$ cat src/hw/rtl/s256md_pkg.sv
// ----------------------------------------------------------------------------
// SHA-256 message digest package
// Word and control types, round constants, initial hash and sigma functions.
// ----------------------------------------------------------------------------
package s256md_pkg;

   typedef logic [31:0] word_type;

   // control from the sequencer to the message schedule
   typedef struct packed {
      logic shift;    // advance window one round
      logic byte_we;  // write one message byte
      logic pad;      // write 0x80 marker and zero fill
      logic clear;    // zero the block (words 14/15 kept when len_we is set)
      logic len_we;   // write 64-bit bit length into words 14/15
   } sched_ctl_type;

   // control from the sequencer to the round unit
   typedef struct packed {
      logic init;     // reload initial hash
      logic start;    // load working vars from chaining value
      logic run;      // execute one round
      logic add;      // fold working vars into chaining value
   } round_ctl_type;

   localparam int unsigned ROUNDS = 64;
   localparam logic [5:0]  LAST_ROUND = 6'(ROUNDS - 1);
   localparam logic [5:0]  LAST_BYTE = 6'd63;
   localparam logic [5:0]  LEN_POS = 6'd56;
   localparam logic [7:0]  PAD_BYTE = 8'h80;
   localparam logic [63:0] BITS_PER_BYTE = 64'd8;

   localparam word_type ROUND_K [0:63] = '{
      32'h428a2f98, 32'h71374491, 32'hb5c0fbcf, 32'he9b5dba5,
      32'h3956c25b, 32'h59f111f1, 32'h923f82a4, 32'hab1c5ed5,
      32'hd807aa98, 32'h12835b01, 32'h243185be, 32'h550c7dc3,
      32'h72be5d74, 32'h80deb1fe, 32'h9bdc06a7, 32'hc19bf174,
      32'he49b69c1, 32'hefbe4786, 32'h0fc19dc6, 32'h240ca1cc,
      32'h2de92c6f, 32'h4a7484aa, 32'h5cb0a9dc, 32'h76f988da,
      32'h983e5152, 32'ha831c66d, 32'hb00327c8, 32'hbf597fc7,
      32'hc6e00bf3, 32'hd5a79147, 32'h06ca6351, 32'h14292967,
      32'h27b70a85, 32'h2e1b2138, 32'h4d2c6dfc, 32'h53380d13,
      32'h650a7354, 32'h766a0abb, 32'h81c2c92e, 32'h92722c85,
      32'ha2bfe8a1, 32'ha81a664b, 32'hc24b8b70, 32'hc76c51a3,
      32'hd192e819, 32'hd6990624, 32'hf40e3585, 32'h106aa070,
      32'h19a4c116, 32'h1e376c08, 32'h2748774c, 32'h34b0bcb5,
      32'h391c0cb3, 32'h4ed8aa4a, 32'h5b9cca4f, 32'h682e6ff3,
      32'h748f82ee, 32'h78a5636f, 32'h84c87814, 32'h8cc70208,
      32'h90befffa, 32'ha4506ceb, 32'hbef9a3f7, 32'hc67178f2
   };

   localparam word_type IV_WORDS [0:7] = '{
      32'h6a09e667, 32'hbb67ae85, 32'h3c6ef372, 32'ha54ff53a,
      32'h510e527f, 32'h9b05688c, 32'h1f83d9ab, 32'h5be0cd19
   };

   // schedule sigmas
   function automatic word_type small_sigma0(word_type x);
      return {x[6:0], x[31:7]} ^ {x[17:0], x[31:18]} ^ {3'b000, x[31:3]};
   endfunction

   function automatic word_type small_sigma1(word_type x);
      return {x[16:0], x[31:17]} ^ {x[18:0], x[31:19]} ^ {10'b0, x[31:10]};
   endfunction

   // round sigmas
   function automatic word_type big_sigma0(word_type x);
      return {x[1:0], x[31:2]} ^ {x[12:0], x[31:13]} ^ {x[21:0], x[31:22]};
   endfunction

   function automatic word_type big_sigma1(word_type x);
      return {x[5:0], x[31:6]} ^ {x[10:0], x[31:11]} ^ {x[24:0], x[31:25]};
   endfunction

endpackage

$ cat src/hw/rtl/s256md_sched.sv
// ----------------------------------------------------------------------------
// SHA-256 message schedule
// Sixteen-word block buffer that doubles as the schedule window: bytes and
// padding are written in place, then it shifts one word per round.
// ----------------------------------------------------------------------------
module s256md_sched (
   input  logic                     clock,
   input  s256md_pkg::sched_ctl_type ctl,
   input  logic [5:0]               pos,
   input  logic [7:0]               data,
   input  logic [63:0]              bit_len,
   output s256md_pkg::word_type     w_t
);

   s256md_pkg::word_type w_ff [0:15];
   s256md_pkg::word_type w_new;

   // W[t+16] from the current window
   assign w_new = w_ff[0] + s256md_pkg::small_sigma0(w_ff[1]) + w_ff[9]
                  + s256md_pkg::small_sigma1(w_ff[14]);

   assign w_t = w_ff[0];

   // window updates
   always_ff @(posedge clock) begin
      if (ctl.shift) begin
         for (int i = 0; i < 15; i++) begin
            w_ff[i] <= w_ff[i + 1];
         end
         w_ff[15] <= w_new;
      end else begin
         if (ctl.byte_we) begin
            for (int j = 0; j < 4; j++) begin
               if (pos[1:0] == 2'(j)) begin
                  w_ff[pos[5:2]][(3 - j) * 8 +: 8] <= data;
               end
            end
         end
         // words 14/15 are left to the length write when it comes in the same cycle
         if (ctl.clear) begin
            for (int i = 0; i < 16; i++) begin
               if (!(ctl.len_we && i >= 14)) begin
                  w_ff[i] <= '0;
               end
            end
         end
         // marker at pos, zeros above it
         if (ctl.pad) begin
            for (int i = 0; i < 16; i++) begin
               if (!(ctl.len_we && i >= 14)) begin
                  for (int j = 0; j < 4; j++) begin
                     if (6'(4 * i + j) == pos) begin
                        w_ff[i][(3 - j) * 8 +: 8] <= s256md_pkg::PAD_BYTE;
                     end else if (6'(4 * i + j) > pos) begin
                        w_ff[i][(3 - j) * 8 +: 8] <= 8'h00;
                     end
                  end
               end
            end
         end
         if (ctl.len_we) begin
            w_ff[14] <= bit_len[63:32];
            w_ff[15] <= bit_len[31:0];
         end
      end
   end

endmodule

$ cat src/hw/rtl/s256md_round.sv
// ----------------------------------------------------------------------------
// SHA-256 round unit
// Working variables a..h with one compression round per cycle while run is
// set, and the eight-word chaining value that each block is folded into.
// ----------------------------------------------------------------------------
module s256md_round (
   input  logic                     clock,
   input  logic                     reset,
   input  s256md_pkg::round_ctl_type ctl,
   input  logic [5:0]               rnd,
   input  s256md_pkg::word_type     w_t,
   input  logic [2:0]               rd_idx,
   output s256md_pkg::word_type     chain_word
);

   s256md_pkg::word_type v_ff [0:7];
   s256md_pkg::word_type h_ff [0:7];
   s256md_pkg::word_type t1;
   s256md_pkg::word_type t2;
   s256md_pkg::word_type ch;
   s256md_pkg::word_type maj;

   // round function
   assign ch  = (v_ff[4] & v_ff[5]) ^ (~v_ff[4] & v_ff[6]);
   assign maj = (v_ff[0] & v_ff[1]) ^ (v_ff[0] & v_ff[2]) ^ (v_ff[1] & v_ff[2]);
   assign t1  = v_ff[7] + s256md_pkg::big_sigma1(v_ff[4]) + ch
                + s256md_pkg::ROUND_K[rnd] + w_t;
   assign t2  = s256md_pkg::big_sigma0(v_ff[0]) + maj;

   assign chain_word = h_ff[rd_idx];

   // working variables
   always_ff @(posedge clock) begin
      if (ctl.start) begin
         for (int i = 0; i < 8; i++) begin
            v_ff[i] <= h_ff[i];
         end
      end else if (ctl.run) begin
         v_ff[7] <= v_ff[6];
         v_ff[6] <= v_ff[5];
         v_ff[5] <= v_ff[4];
         v_ff[4] <= v_ff[3] + t1;
         v_ff[3] <= v_ff[2];
         v_ff[2] <= v_ff[1];
         v_ff[1] <= v_ff[0];
         v_ff[0] <= t1 + t2;
      end
   end

   // chaining value
   always_ff @(posedge clock) begin
      if (reset || ctl.init) begin
         for (int i = 0; i < 8; i++) begin
            h_ff[i] <= s256md_pkg::IV_WORDS[i];
         end
      end else if (ctl.add) begin
         for (int i = 0; i < 8; i++) begin
            h_ff[i] <= h_ff[i] + v_ff[i];
         end
      end
   end

endmodule

$ cat src/hw/rtl/sha256_message_digest.sv
// ----------------------------------------------------------------------------
// SHA-256 message digest, top level
// Byte-wide message input, sequencer, padding control and digest output.
// ----------------------------------------------------------------------------
// A message enters one byte per item; req_last_item marks its end, and an item
// with req_byte_valid low and req_last_item high ends it without a byte (this
// hashes the empty message). req_ready stays high after a byte, except after
// the 64th byte of each block, when the single round unit runs 64 rounds
// (ST_ROUND) and folds the block in (ST_ADD) before req_ready returns. The end
// item passes ST_PAD and then one compression, or two with ST_LEN setting up
// the length block if 56 or more bytes sit in the last block; an end item that
// fills a block first runs that block's compression. The eight digest words
// then leave on rsp_*, word 0 first, rsp_last_word on word 7, one per cycle at
// best; the block takes no new item until the last word is taken.
module sha256_message_digest (
   input  logic        clock,
   input  logic        reset,
   input  logic        req_valid,
   output logic        req_ready,
   input  logic [7:0]  req_data_byte,
   input  logic        req_byte_valid,
   input  logic        req_last_item,
   output logic        rsp_valid,
   input  logic        rsp_ready,
   output logic [31:0] rsp_digest_word,
   output logic [2:0]  rsp_word_index,
   output logic        rsp_last_word
);

   localparam logic [2:0] ST_IDLE  = 3'd0;
   localparam logic [2:0] ST_ROUND = 3'd1;
   localparam logic [2:0] ST_ADD   = 3'd2;
   localparam logic [2:0] ST_PAD   = 3'd3;
   localparam logic [2:0] ST_LEN   = 3'd4;
   localparam logic [2:0] ST_OUT   = 3'd5;
   localparam logic [2:0] LAST_IDX = 3'd7;

   logic [2:0]  state_ff, state_in;
   logic [2:0]  nxt_ff, nxt_in;      // state after the running compression
   logic [5:0]  rnd_ff, rnd_in;
   logic [5:0]  pos_ff, pos_in;
   logic [63:0] count_ff, count_in;
   logic [2:0]  widx_ff, widx_in;
   logic        accept;

   s256md_pkg::sched_ctl_type sctl;
   s256md_pkg::round_ctl_type rctl;
   s256md_pkg::word_type      w_t;
   s256md_pkg::word_type      chain_word;

   assign req_ready = (state_ff == ST_IDLE);
   assign accept    = req_valid && req_ready;

   assign rsp_valid       = (state_ff == ST_OUT);
   assign rsp_digest_word = chain_word;
   assign rsp_word_index  = widx_ff;
   assign rsp_last_word   = (widx_ff == LAST_IDX);

   // sequencer
   always_comb begin
      state_in = state_ff;
      nxt_in   = nxt_ff;
      rnd_in   = rnd_ff;
      pos_in   = pos_ff;
      count_in = count_ff;
      widx_in  = widx_ff;
      sctl     = '0;
      rctl     = '0;
      unique case (state_ff)
         ST_IDLE: begin
            if (accept) begin
               if (req_byte_valid) begin
                  sctl.byte_we = 1'b1;
                  count_in     = count_ff + s256md_pkg::BITS_PER_BYTE;
                  pos_in       = pos_ff + 6'd1;
                  if (pos_ff == s256md_pkg::LAST_BYTE) begin
                     // block full: compress, then pad if this ends the message
                     rctl.start = 1'b1;
                     rnd_in     = '0;
                     state_in   = ST_ROUND;
                     nxt_in     = req_last_item ? ST_PAD : ST_IDLE;
                  end else if (req_last_item) begin
                     state_in = ST_PAD;
                  end
               end else if (req_last_item) begin
                  state_in = ST_PAD;
               end
            end
         end
         ST_ROUND: begin
            sctl.shift = 1'b1;
            rctl.run   = 1'b1;
            rnd_in     = rnd_ff + 6'd1;
            if (rnd_ff == s256md_pkg::LAST_ROUND) begin
               state_in = ST_ADD;
            end
         end
         ST_ADD: begin
            rctl.add = 1'b1;
            state_in = nxt_ff;
         end
         ST_PAD: begin
            sctl.pad   = 1'b1;
            rctl.start = 1'b1;
            rnd_in     = '0;
            state_in   = ST_ROUND;
            if (pos_ff >= s256md_pkg::LEN_POS) begin
               // no room for the length: it goes into an extra block
               nxt_in = ST_LEN;
            end else begin
               sctl.len_we = 1'b1;
               nxt_in      = ST_OUT;
            end
         end
         ST_LEN: begin
            sctl.clear  = 1'b1;
            sctl.len_we = 1'b1;
            rctl.start  = 1'b1;
            rnd_in      = '0;
            state_in    = ST_ROUND;
            nxt_in      = ST_OUT;
         end
         ST_OUT: begin
            if (rsp_ready) begin
               widx_in = widx_ff + 3'd1;
               if (widx_ff == LAST_IDX) begin
                  rctl.init = 1'b1;
                  pos_in    = '0;
                  count_in  = '0;
                  state_in  = ST_IDLE;
               end
            end
         end
         default: begin
            state_in = ST_IDLE;
         end
      endcase
   end

   // control registers
   always_ff @(posedge clock) begin
      if (reset) begin
         state_ff <= ST_IDLE;
         nxt_ff   <= ST_IDLE;
         rnd_ff   <= '0;
         pos_ff   <= '0;
         count_ff <= '0;
         widx_ff  <= '0;
      end else begin
         state_ff <= state_in;
         nxt_ff   <= nxt_in;
         rnd_ff   <= rnd_in;
         pos_ff   <= pos_in;
         count_ff <= count_in;
         widx_ff  <= widx_in;
      end
   end

   s256md_sched u_sched (
      .clock   (clock),
      .ctl     (sctl),
      .pos     (pos_ff),
      .data    (req_data_byte),
      .bit_len (count_ff),
      .w_t     (w_t)
   );

   s256md_round u_round (
      .clock      (clock),
      .reset      (reset),
      .ctl        (rctl),
      .rnd        (rnd_ff),
      .w_t        (w_t),
      .rd_idx     (widx_ff),
      .chain_word (chain_word)
   );

endmodule

$ cat config.mk
export PLATFORM = sky130hd
export DESIGN_NAME = sha256_message_digest
export DESIGN_NICKNAME = d
export VERILOG_FILES = /design/src/hw/rtl/s256md_pkg.sv /design/src/hw/rtl/s256md_sched.sv /design/src/hw/rtl/s256md_round.sv /design/src/hw/rtl/sha256_message_digest.sv
export SDC_FILE = /design/constraint.sdc
export NUM_CORES = 2
export LEC_CHECK = 0
export ABC_CLOCK_PERIOD_IN_PS = 21100
export BUFFER_PORTS_ARGS = -buffer_cell sky130_fd_sc_hd__buf_4
export CAP_MARGIN = 25
export CORE_ASPECT_RATIO = 0.6
export CORE_MARGIN = 2
export CORE_UTILIZATION = 56
export CTS_CLUSTER_DIAMETER = 120
export DETAILED_ROUTE_END_ITERATION = 8
export PLACE_DENSITY_LB_ADDON = 0.2
export SLEW_MARGIN = 10
export SYNTH_ARGS = -nofsm -noshare
export SYNTH_HDL_FRONTEND = slang
export SYNTH_SLANG_ARGS = --single-unit
$ cat constraint.sdc
create_clock -name clock -period 21.1 [get_ports clock]
set_clock_uncertainty 0.05 [all_clocks]
set_input_delay 1.055 -clock clock [delete_from_list [all_inputs] [get_ports clock]]
set_output_delay 1.055 -clock clock [all_outputs]
set_load 0.01 [all_outputs]
==> impl_metrics.yaml <==
status:
  status: "complete, no violations"
logic_synthesis:
  syn_area_per_cell_um2: 9.93
  synth.distinct_cells: 90
  synth-seq-cells: 1109
  netlist_instances: 7618
  syn_nets: 8224
  yosysWarningCount: 0
  syn_area_um2: 75700
  synth.yosys.seq_area_share_pct: 42.5
  synth_flop_cell: "edfxtp_1"
  async_flop_share_pct: 0
  synth_edf_count: 992
cts:
  cts_hold_buffers: 0
  cts_resized: 0
  clock-root-buffer: "clkbuf_16"
  clockBufferDepth: 3
  insertion_delay_ns: 0.78
  cts.clk_slew.worst_paths_ns: 0.07
  cts_buffers: 106
  cts_tree: "built"
  cts_setup_buffers: 0
  ctsHtreeMaxLevel: 3
  cts_sinks: 1109
detailed_routing:
  vias_per_cell: 6.83
  drt_wl_total_um: 292000
  drt_iter0_drc: 10900
  vias: 64200
  drc_errors: 0
  dr.pass1.iters: 9
  wl_per_cell_um: 31.1
  final_antenna_net_count: 0
die:
  die_y_um: 289
  die-area_um2: 138000
  fp.dieW_um: 479
  ios: 52
  placementRows: 104
  floorplan.initialDensity_pct: 56.5
  core-area_um2: 134000
critical_path:
  max_stage_delay_ns: 1.08
  regToRegEndpoint: "u_round.v_ff[0][31]"
  cp_slowest_cell: "dfxtp_1"
  ff2ff_path_depth: 35
  r2r_start: "rnd_ff[1]"
  rrSetupSlack_ns: 9.05
  crit_path_start_kind: "register"
  cp.arrival_ns: 12.49
  critPathMaxFanout: 22
  worstSetupEndpointType: "register"
  critPathKind: "reg -> reg"
  critPathRequiredTime_ns: 21.54
  crit_top_cell: "fa_1"
  worstSetupStartpoint: "rnd_ff[1]"
global_route:
  grt_pass1_wl_um: 416000
  grt_max_degree: 176
  antenna_found_initial: 11
  grt_pass1_vias: 57500
  grt-ovfl-total: 0
  grt.total_usage_pct: 41.5
job:
  maxCapViolCount: 0
placed_design:
  place_congestion: 1.07
  hpwlAfterDp_um: 223000
  port-buffer-count: 51
min_path:
  min_from: "nxt_ff[2]"
  hold_path_end: "state_ff[2]"
  hp-class: "reg -> reg"
  whs_path_depth: 2
sta:
  period_minus_slack_ns: 12.05
  drv_slew: 0
  rsz0062_at_grt: "no"
  setup_viol: 0
  fin_crit_sh_pct: 57.1
  final-hold-violation-count: 0
  finalSetupTns_ns: 0
  max_slew_margin_pct: 9.93
  fmax_mhz: 83.0
  worst_pin_slew_ns: 1.35
cells_and_area:
  syn2layout_area_growth_pct: 7.78
  n_fill_cell: 11200
  final_nets: 8089
  final_layout_size_suffix_gt1_share_pct: 6.79
==> through the flow <==
| stage | instance area, um2 | util [%] | setup slack [ns] | instances | hold WS, ns |
|---|---|---|---|---|---|
| after global routing | 81600 | 60.8 | 8.56 | 9390 | 0.446 |
| final | 81600 | 60.9 | 9.05 | 9392 | 0.423 |
| after detailed placement | 77700 | 58.0 | 9.48 | 9162 | 0.401 |
| after CTS | 81400 | 60.7 | 9.47 | 9361 | 0.418 |
| after floorplan | 75700 | - | 12.39 | 7618 | 0.386 |
| after global placement | 77700 | 57.9 | 9.62 | 9158 | 0.424 |
==> cell usage in the layout, fill, tap and decap left out, types with 76 or more instances in the layout <==
master and n:
a21o_1 176, a21oi_1 465, a22o_1 303, and3_1 79, buf_4 162, clkbuf_16 106
dfxtp_1 110, edfxtp_1 992, fa_1 195, ha_1 397, inv_1 292, nand2_1 1203
nand3_1 106, nor2_1 514, nor3_1 130, o21ai_0 458, or3_1 76, xnor2_1 373
xor2_1 206
==> state kept, by name (all words and copies together), names as in the netlist, named ones only <==
signal and flops:
u_sched.w_ff 512, u_round.h_ff 256, u_round.v_ff 256, count_ff 61, pos_ff 6, rnd_ff 6
nxt_ff 3, rsp_word_index 3, state_ff 3
==> critical path: cells and delay by family (launching register included) <==
family | cells | cell delay, ns
buffers and inverters | 4 | 0.93
AO/OA/AOI/OAI | 13 | 3.86
XOR/XNOR | 3 | 0.58
AND/OR/NAND/NOR | 7 | 1.33
flip-flops | 1 | 1.08
adder cells (fa/ha/maj) | 8 | 3.92
==> layer usage <==
layer  global-route usage (%)  share of wire [%]  vias up  wire length (um)
met5                     2.27               0.16        -               458
met4                     5.99                1.5       12              4350
met3                     24.3                 20      321             58600
met2                     45.8                 33     4665             97700
met1                     66.6                 45    31600            131000
li1                         -                  -    27600                 -
==> layout make-up <==
type                       instances  area, um2  share of cell area [%]
tap                             1802       2250                    2.76
sequential                      1109      32100                    39.4
clock inverter                    68        908                    1.11
multi-input combinational       5791      40900                    50.2
antenna                           16       40.0                  0.0491
inverter                         296       1120                    1.37
clock buffer                     131       2780                    3.40
timing repair buffer             179       1400                    1.72
==> worst max path at each step <==
| stage | endpoint | slack (ns) | cells past startpoint |
|---|---|---|---|
| final | u_round.v_ff[0][31] | 9.05 | 35 |
| after floorplan | u_round.v_ff[0][31] | 12.39 | 38 |
| after CTS | u_round.v_ff[0][31] | 9.47 | 33 |
| after detailed placement | u_round.v_ff[0][31] | 9.48 | 33 |
| after global routing | u_round.v_ff[0][31] | 8.56 | 33 |
| after global placement | u_round.v_ff[0][31] | 9.62 | 33 |
==> synthesized netlist by cell type, drive strengths merged (68+ instances only) <==
cell type,n,share of area (%)
nand2,1206,6.0
edfxtp,992,39
nor2,519,2.6
a21oi,466,3.1
o21ai,465,3.1
ha,397,6.6
clkbuf,376,1.9
xnor2,373,4.3
a22o,303,3.5
inv,293,1.5
xor2,206,2.4
fa,195,5.2
a21o,176,1.7
nor3,130,0.86
dfxtp,117,3.1
nand3,106,0.70
and3,79,0.65
or3,77,0.64
nand2b,72,0.60
nor2b,68,0.56
==> cells by family after synthesis <==
| group | Yosys count | synth area share [%] |
|---|---|---|
| AOI/OAI and AO/OA | 2029 | 18.0 |
| xor gates and xnor gates | 579 | 6.70 |
| buffers and inverters | 718 | 3.58 |
| adders and majority gates | 614 | 12.0 |
| and+or+nand+nor | 2420 | 14.1 |
| muxes | 149 | 3.16 |
| DFF | 1109 | 42.5 |
Power is left out: the tool's default activity adds up to more than one toggle a clock period on the data nets, which glitch-free logic cannot reach.
